**src/rtl/b58enc_pkg.sv**
```systemverilog
package b58enc_pkg;

	typedef struct packed {
		logic [7:0] data_byte;
		logic       last_byte;
	} in_item_t;

	typedef struct packed {
		logic [6:0] out_char;
		logic       last_char;
		logic       too_long;
	} result_t;

	typedef enum logic [1:0] {
		ST_IDLE,
		ST_FOLD,
		ST_PREP,
		ST_EMIT
	} state_t;

	localparam int RESULT_CAP = 55;
	localparam int EMIT_W     = 6;
	localparam int DIGIT_W    = 6;
	localparam int CARRY_W    = 8;
	localparam int RADIX      = 58;

	// 256 = 4 * 58 + 24, so d*256 + c = 4*d*58 + (24*d + c)
	localparam int LOW_MUL    = 24;
	localparam int LOW_W      = 11;
	// floor(t / 58) = (t * 1130) >> 16, exact for t < 2^14
	localparam int RECIP      = 1130;
	localparam int RECIP_SH   = 16;
	localparam int PROD_W     = 21;
	localparam int QLOW_W     = PROD_W - RECIP_SH;

	localparam logic [6:0] CHAR_ONE = 7'h31;

	localparam logic [58*8-1:0] ALPHABET =
		"123456789ABCDEFGHJKLMNPQRSTUVWXYZabcdefghijkmnopqrstuvwxyz";

	function automatic logic [6:0] alpha_char(input logic [DIGIT_W-1:0] d);
		logic [DIGIT_W-1:0] dd;
		logic [DIGIT_W-1:0] idx;
		dd  = (d > DIGIT_W'(RADIX - 1)) ? '0 : d;
		idx = DIGIT_W'(RADIX - 1) - dd;
		return ALPHABET[{idx, 3'b000} +: 7];
	endfunction

endpackage

```
**src/rtl/base58_encoder_top.sv**
```systemverilog
// Base-58 encoder (bitcoin alphabet). A byte is taken when start is high and busy is low.
// Each byte after the leading zeros is folded into the stored base-58 digits one digit per
// cycle through a single divide-by-58 step, and busy stays high until that fold is done;
// leading zeros and dropped bytes are not folded. After the last byte (and its fold),
// state PREP sizes the output and the first EMIT state issues the first digit read;
// then one character per cycle follows on result with strobe
// high, leading '1's first and then digits from most significant down, the final one with
// last_char set. Results cannot be held off: the receiver must take one every cycle
// that strobe is high. Bytes past MAX_BYTES are dropped and too_long is set on every
// character of that string; at most 55 characters are sent.
module base58_encoder_top #(
	parameter int MAX_BYTES  = 40,
	parameter int MAX_DIGITS = 55
) (
	input  logic                  clk,
	input  logic                  arst_n,
	input  logic                  start,
	output logic                  busy,
	input  b58enc_pkg::in_item_t  item,
	output logic                  strobe,
	output b58enc_pkg::result_t   result
);

	localparam int AW  = $clog2(MAX_DIGITS);
	localparam int CW  = $clog2(MAX_DIGITS + 1);
	localparam int BW  = $clog2(MAX_BYTES + 1);
	localparam int TW0 = $clog2(MAX_BYTES + MAX_DIGITS + 1);
	localparam int TW  = (TW0 > 7) ? TW0 : 7;

	localparam int DW  = b58enc_pkg::DIGIT_W;
	localparam int KW  = b58enc_pkg::CARRY_W;
	localparam int LW  = b58enc_pkg::LOW_W;
	localparam int PW  = b58enc_pkg::PROD_W;
	localparam int QW  = b58enc_pkg::QLOW_W;
	localparam int EW  = b58enc_pkg::EMIT_W;

	b58enc_pkg::state_t state_q, state_d;

	logic [DW-1:0] mem [MAX_DIGITS];
	logic [DW-1:0] rd_q;
	logic          rd_en;
	logic [AW-1:0] rd_addr;

	logic [CW-1:0] dcount_q;
	logic [BW-1:0] zero_q;
	logic [BW-1:0] byte_q;
	logic          seen_q;
	logic          ovf_q;
	logic          last_pend_q;
	logic [CW-1:0] j_q;
	logic [KW-1:0] carry_q;
	logic [EW-1:0] emit_left_q;
	logic [BW-1:0] zeros_left_q;
	logic [AW-1:0] pos_q;

	logic          valid_s1;
	logic          one_s1;
	logic          last_s1;
	logic          tl_s1;

	logic          accept;
	logic          byte_take;
	logic          fold_start;
	logic          fold_run;
	logic          clear_all;
	logic [CW-1:0] j_next;
	logic [TW-1:0] total;
	logic          over_cap;
	logic [EW-1:0] n_sel;

	logic [DW-1:0] fold_digit;
	logic [LW-1:0] low_t;
	logic [PW-1:0] prod;
	logic [QW-1:0] q_low;
	logic [LW-1:0] rem_w;
	logic [KW-1:0] q_next;

	assign accept     = (state_q == b58enc_pkg::ST_IDLE) && start;
	assign byte_take  = accept && (byte_q < BW'(MAX_BYTES));
	assign fold_start = byte_take && (seen_q || (item.data_byte != '0));
	assign j_next     = j_q + CW'(1);
	assign fold_run   = (state_q == b58enc_pkg::ST_FOLD) && (j_q < CW'(MAX_DIGITS))
		&& ((j_q < dcount_q) || (carry_q != '0));

	assign total    = TW'(zero_q) + TW'(dcount_q);
	assign over_cap = total > TW'(b58enc_pkg::RESULT_CAP);
	assign n_sel    = over_cap ? EW'(b58enc_pkg::RESULT_CAP) : total[EW-1:0];

	// one base-58 digit step: v = d*256 + carry, split as 4*d*58 + (24*d + carry)
	assign fold_digit = (j_q < dcount_q) ? rd_q : '0;
	assign low_t  = LW'(fold_digit) * LW'(b58enc_pkg::LOW_MUL) + LW'(carry_q);
	assign prod   = PW'(low_t) * PW'(b58enc_pkg::RECIP);
	assign q_low  = prod[PW-1:b58enc_pkg::RECIP_SH];
	assign rem_w  = low_t - LW'(q_low) * LW'(b58enc_pkg::RADIX);
	assign q_next = KW'({fold_digit, 2'b00}) + KW'(q_low);

	always_ff @(posedge clk or negedge arst_n) begin
		if (!arst_n) begin
			state_q <= b58enc_pkg::ST_IDLE;
		end else begin
			state_q <= state_d;
		end
	end

	always_comb begin
		state_d   = state_q;
		busy      = 1'b1;
		clear_all = 1'b0;
		rd_en     = 1'b0;
		rd_addr   = '0;
		case (state_q)
			b58enc_pkg::ST_IDLE: begin
				busy = 1'b0;
				if (accept) begin
					if (fold_start) begin
						state_d = b58enc_pkg::ST_FOLD;
						rd_en   = 1'b1;
					end else if (item.last_byte) begin
						state_d = b58enc_pkg::ST_PREP;
					end
				end
			end
			b58enc_pkg::ST_FOLD: begin
				if (fold_run) begin
					// prefetch the next digit while this one is written back
					if (j_next < CW'(MAX_DIGITS)) begin
						rd_en   = 1'b1;
						rd_addr = j_next[AW-1:0];
					end
				end else begin
					state_d = last_pend_q ? b58enc_pkg::ST_PREP : b58enc_pkg::ST_IDLE;
				end
			end
			b58enc_pkg::ST_PREP: begin
				if (n_sel == '0) begin
					state_d   = b58enc_pkg::ST_IDLE;
					clear_all = 1'b1;
				end else begin
					state_d = b58enc_pkg::ST_EMIT;
				end
			end
			b58enc_pkg::ST_EMIT: begin
				if (zeros_left_q == '0) begin
					rd_en   = 1'b1;
					rd_addr = pos_q;
				end
				if (emit_left_q == EW'(1)) begin
					state_d   = b58enc_pkg::ST_IDLE;
					clear_all = 1'b1;
				end
			end
			default: begin
				state_d = b58enc_pkg::ST_IDLE;
			end
		endcase
	end

	// digit store: entries at or above dcount_q are never read as data
	always_ff @(posedge clk) begin
		if (fold_run) begin
			mem[j_q[AW-1:0]] <= rem_w[DW-1:0];
		end
		if (rd_en) begin
			rd_q <= mem[rd_addr];
		end
	end

	always_ff @(posedge clk or negedge arst_n) begin
		if (!arst_n) begin
			dcount_q     <= '0;
			zero_q       <= '0;
			byte_q       <= '0;
			seen_q       <= 1'b0;
			ovf_q        <= 1'b0;
			last_pend_q  <= 1'b0;
			j_q          <= '0;
			carry_q      <= '0;
			emit_left_q  <= '0;
			zeros_left_q <= '0;
			pos_q        <= '0;
		end else begin
			if (accept) begin
				last_pend_q <= item.last_byte;
				j_q         <= '0;
				carry_q     <= item.data_byte;
				if (byte_take) begin
					byte_q <= byte_q + BW'(1);
					if (fold_start) begin
						seen_q <= 1'b1;
					end else begin
						zero_q <= zero_q + BW'(1);
					end
				end else begin
					ovf_q <= 1'b1;
				end
			end
			if (fold_run) begin
				carry_q <= q_next;
				j_q     <= j_next;
				if (j_q >= dcount_q) begin
					dcount_q <= j_next;
				end
			end else if (state_q == b58enc_pkg::ST_FOLD && carry_q != '0) begin
				// carry left over with the store full
				ovf_q <= 1'b1;
			end
			if (state_q == b58enc_pkg::ST_PREP) begin
				emit_left_q  <= n_sel;
				zeros_left_q <= zero_q;
				pos_q        <= AW'(dcount_q - CW'(1));
				if (over_cap) begin
					ovf_q <= 1'b1;
				end
			end
			if (state_q == b58enc_pkg::ST_EMIT) begin
				emit_left_q <= emit_left_q - EW'(1);
				if (zeros_left_q != '0) begin
					zeros_left_q <= zeros_left_q - BW'(1);
				end else begin
					pos_q <= pos_q - AW'(1);
				end
			end
			if (clear_all) begin
				dcount_q <= '0;
				zero_q   <= '0;
				byte_q   <= '0;
				seen_q   <= 1'b0;
				ovf_q    <= 1'b0;
			end
		end
	end

	// output stage lines up with the registered memory read
	always_ff @(posedge clk or negedge arst_n) begin
		if (!arst_n) begin
			valid_s1 <= 1'b0;
		end else begin
			valid_s1 <= (state_q == b58enc_pkg::ST_EMIT);
		end
	end

	always_ff @(posedge clk) begin
		one_s1  <= (zeros_left_q != '0);
		last_s1 <= (emit_left_q == EW'(1));
		tl_s1   <= ovf_q;
	end

	assign strobe           = valid_s1;
	assign result.out_char  = one_s1 ? b58enc_pkg::CHAR_ONE : b58enc_pkg::alpha_char(rd_q);
	assign result.last_char = last_s1;
	assign result.too_long  = tl_s1;

endmodule

```
**config.mk**
```make
export PLATFORM = sky130hd
export DESIGN_NAME = base58_encoder_top
export DESIGN_NICKNAME = d
export VERILOG_FILES = /design/src/rtl/b58enc_pkg.sv /design/src/rtl/base58_encoder_top.sv
export SDC_FILE = /design/constraint.sdc
export NUM_CORES = 1
export LEC_CHECK = 0
export CORE_ASPECT_RATIO = 1.75
export CORE_MARGIN = 2
export CORE_UTILIZATION = 50
export DETAILED_ROUTE_END_ITERATION = 10
export DONT_BUFFER_PORTS = 1
export GPL_TIMING_DRIVEN = 0
export SYNTH_ARGS = -nofsm -noshare
export SYNTH_HDL_FRONTEND = slang
export SYNTH_SLANG_ARGS = --single-unit
```
**constraint.sdc**
```tcl
create_clock -name clk -period 23.4 [get_ports clk]
set_input_delay 1.17 -clock clk [delete_from_list [all_inputs] [get_ports clk]]
set_output_delay 1.17 -clock clk [all_outputs]
set_load 0.1 [all_outputs]
```
==> flow_results.org <==
** Clock network
- Number of buffers added for setup after CTS :: 0
- TritonCTS built the clock tree.
- Maximum count of clock buffers along a single path :: 3
- In this run the clock root is driven by a sky130_fd_sc_hd__clkbuf_16.
- Counting the buffers created by CTS gives 37.
- The number of gates resized after CTS was 0.
- For this design, the CTS-stage hold fixing added 0 buffers.
- Register clock-pin slew on the reported worst setup and hold paths :: 0.07 ns
- At the later pin of the worst-skew pair, clock insertion delay measures 0.55 ns.
- Num Clock Sinks :: 395
- The H-tree was split into 2 levels.

** GRT
- Global Route Usage Sum :: 0.285
- Global-route track usage on met3 :: 0.0374
- The number of antenna violations at the first check in global routing was 0.
- Global-route track usage on met1 :: 0.291
- Remaining Overflow, GRT :: 0
- Entering global routing, the biggest net connects 57 pins.
- The first global-routing pass estimated 88100 microns of wire.
- Met2 track utilization from global routing :: 0.531
- Vias in the first global route :: about 15000
- Gr busiest metal :: met2

** Setup path
- At the worst endpoint, the arrival time is roughly 12 ns.
- Slowest stage delay, CP :: 0.87 ns
- Kind of critical path :: reg -> reg
- Critical Path Sink Type :: register
- R2R Path Start :: dcount_q[3]$_DFFE_PN0P_
- CP delay by family, top :: adder cells
- The number of buffers and inverters on the critical path is 4.
- Of all nets on the critical path, the largest fanout is 20.
- Source of the critical timing path :: dcount_q[3]$_DFFE_PN0P_
- Critical path's slowest cell :: sky130_fd_sc_hd__xnor2_2
- Flop2flop setup slack :: 11.97 ns
- Critical path launch point type :: register
- CP required :: 23.77 ns
- Among the stages of the critical path, the cell type that occurs most often is sky130_fd_sc_hd__ha_1.

** Drt
- For this block, the initial DRC count from the detailed router was 1106.
- In the routed layout, each cell is associated on average with a via count of 6.11.
- Via count :: 14200
- The count of nets left with antenna violations once routing finished came out at 0.
- Total Routed Length :: 59700 microns
- After detailed routing, the average wire length per cell comes to 25.7 microns.
- Number of search-and-repair iterations in the first detailed-routing pass :: 5
- Detailed-route DRC error count :: 0

** Finish
- Nets@finish :: between 1500 and 2000
- Sequential cell area in the final layout :: around 12000 sq um
- Number of inserted filler cells in the final layout :: 3429
- Fraction of layout cells with a size suffix above 1 :: 0.0950
- Summing all multi-input logic gate instances after layout gives about 8000 sq um.
- Area growth, synth to finish :: 11.0%
- The repair_antennas step left the layout with diodes totalling 0.

** Synthesis
- Counting flops with a built-in enable in the synthesized netlist gives 336.
- Counting distinct cell types in the post-synthesis netlist gives 79.
- Summing every instance area after synthesis gives 20100 sq um.
- Synthesized instance count :: 1742
- Synthesis produced a netlist with a net count of 1892.
- Number of warnings issued by yosys :: 0
- Top_reg_cell synth :: sky130_fd_sc_hd__edfxtp_1
- After synthesis the netlist holds a flip-flop and latch count of 395.
- For this run, asynchronously set or reset flops after synthesis account for 0.142.
- Seq/Total Area, Yosys :: 0.574
- A synthesized cell averages 11.6 sq um.

** Min path
- Class of the most critical hold timing path :: in -> async

** Die
- I/O pin cnt :: 23
- For this configuration, the core starts out at a cell density of 0.504.
- In this run the standard cell core region covers roughly 40000 sq um.
- Die Footprint :: approximately 42000 sq um
- In this run the vertical extent of the chip is 270 microns.
- In this run the core area contains 97 standard-cell rows.
- Die boundary width :: 156 microns

** STA
- Number of slew-limit violations in the final report :: 1
- RSZ-0062 raised after global routing :: no
- After layout, the minimum clock period comes to 11.43 ns.
- Maximum operating frequency :: 87.5 MHz
- Layout Skew :: 0.0311 ns
- The final number of hold-violating endpoints came to 0.
- Headroom to the max-slew limit came out at -0.00574.
- Setup violations remaining at the end of the flow were counted as 0.
- Setup Total Neg Slack :: 0 ns
- Of the available clock period, the critical path in the final layout requires 0.488.
- Worst slew pin tran :: between 1 and 1.5 ns

** Placed design
- DPL Wire Length :: 43300 microns
- RePlAce Congestion :: 0.947
- During placement, the flow inserted port buffers numbering 0.

** Outcome
- The run finished, with violations left.
- The final reports fail on max-capacitance violations, max-slew violations.

** Job
- Maximum capacitance violations :: 1
[area by class of cell]
| type | count | area share |
|---|---|---|
| clock buffer | 43 | 0.0434 |
| multi-input combinational | 1193 | 0.356 |
| timing repair buffer | 15 | 0.00840 |
| buffer | 81 | 0.0206 |
| inverter | 73 | 0.0123 |
| clock inverter | 22 | 0.0143 |
| tap | 495 | 0.0277 |
| sequential | 395 | 0.517 |
[cell usage after synthesis (23+ instances only)]
cell | number | area (sq um)
sky130_fd_sc_hd__fa_1 | 23 | 460
sky130_fd_sc_hd__xnor2_1 | 36 | 315
sky130_fd_sc_hd__mux2i_1 | 48 | 480
sky130_fd_sc_hd__buf_2 | 32 | 160
sky130_fd_sc_hd__clkbuf_1 | 23 | 86.3
sky130_fd_sc_hd__inv_1 | 73 | 274
sky130_fd_sc_hd__edfxtp_1 | 336 | 10100
sky130_fd_sc_hd__nor2_1 | 131 | 492
sky130_fd_sc_hd__a31oi_1 | 32 | 200
sky130_fd_sc_hd__nand2_1 | 335 | 1260
sky130_fd_sc_hd__ha_1 | 115 | 1440
sky130_fd_sc_hd__dfrtp_1 | 56 | 1400
sky130_fd_sc_hd__a21oi_1 | 61 | 305
sky130_fd_sc_hd__nand3_1 | 86 | 430
sky130_fd_sc_hd__o21ai_0 | 47 | 235
[logic make-up (layout without fill, tap and decap cells)]
| group | count (synthesis) | after routing | synth area share |
|---|---|---|---|
| buf+inv | 154 | 234 | 0.0365 |
| flops | 395 | 395 | 0.574 |
| mux | 48 | 48 | 0.0239 |
| xor+xnor | 57 | 57 | 0.0265 |
| fa+ha+maj | 138 | 138 | 0.0943 |
| simple gates | 671 | 671 | 0.149 |
| compound gates | 279 | 279 | 0.0968 |
[sequential cells by signal (all words and copies together), names as in the netlist]
name / count
strobe: 1
tl_s1: 1
ovf_q: 1
seen_q: 1
j_q: 6
one_s1: 1
mem: 330
rd_q: 6
zeros_left_q: 6
pos_q: 6
carry_q: 8
state_q: 2
byte_q: 6
emit_left_q: 6
dcount_q: 6
last_pend_q: 1
zero_q: 6
last_s1: 1
[worst paths after layout]
check,end,depth (start not counted)
min in group clk,tl_s1$_DFF_P_,0
min,dcount_q[2]$_DFFE_PN0P_,0
max reg2reg,mem[37][5]$_DFFE_PP_,39
min reg2reg,tl_s1$_DFF_P_,0
max,mem[37][5]$_DFFE_PP_,39
max in group asynchronous,ovf_q$_DFF_PN0_,0
[worst register-to-register path: cells and delay by family (launching register included)]
family | cells | cell delay [ns]
adder cells (fa/ha/maj) | 13 | 4.47
buffers and inverters | 4 | 0.60
XOR/XNOR | 3 | 1.18
AND/OR/NAND/NOR | 6 | 1.77
flip-flops | 1 | 0.43
AO/OA/AOI/OAI | 13 | 2.82
[stage by stage]
stage                     area (sq um)  setup slack [ns]  hold WS (ns)  utilization  std cells
after floorplan                  20100             12.48         0.343            -       1742
after global placement           20800              9.59         0.349        0.520       2237
after detailed placement         21100             12.01         0.357        0.527       2252
after CTS                        22300             11.93         0.296        0.560       2317
after global routing             22300             11.28         0.298        0.560       2317
final                            22300             11.97         0.311        0.560       2317
[routing by layer]
layer / wire (microns) / part of all wire
met2: 31700 / 0.53
met3: 3070 / 0.051
met5: 0 / 0
met4: 4720 / 0.079
met1: 20100 / 0.34
[placed cells by master, fill, tap and decap left out, drive strengths merged, types with 48 or more instances in the layout]
master and instances:
inv 73, o21ai 49, ha 115, buf 73, nor2 134, clkbuf 66
dfrtp 56, a21oi 63, nand3 89, nand2 338, mux2i 48, edfxtp 336
Power is not shown: default switching activity piles up to over one toggle a cycle in this logic, so the estimate is an artifact.
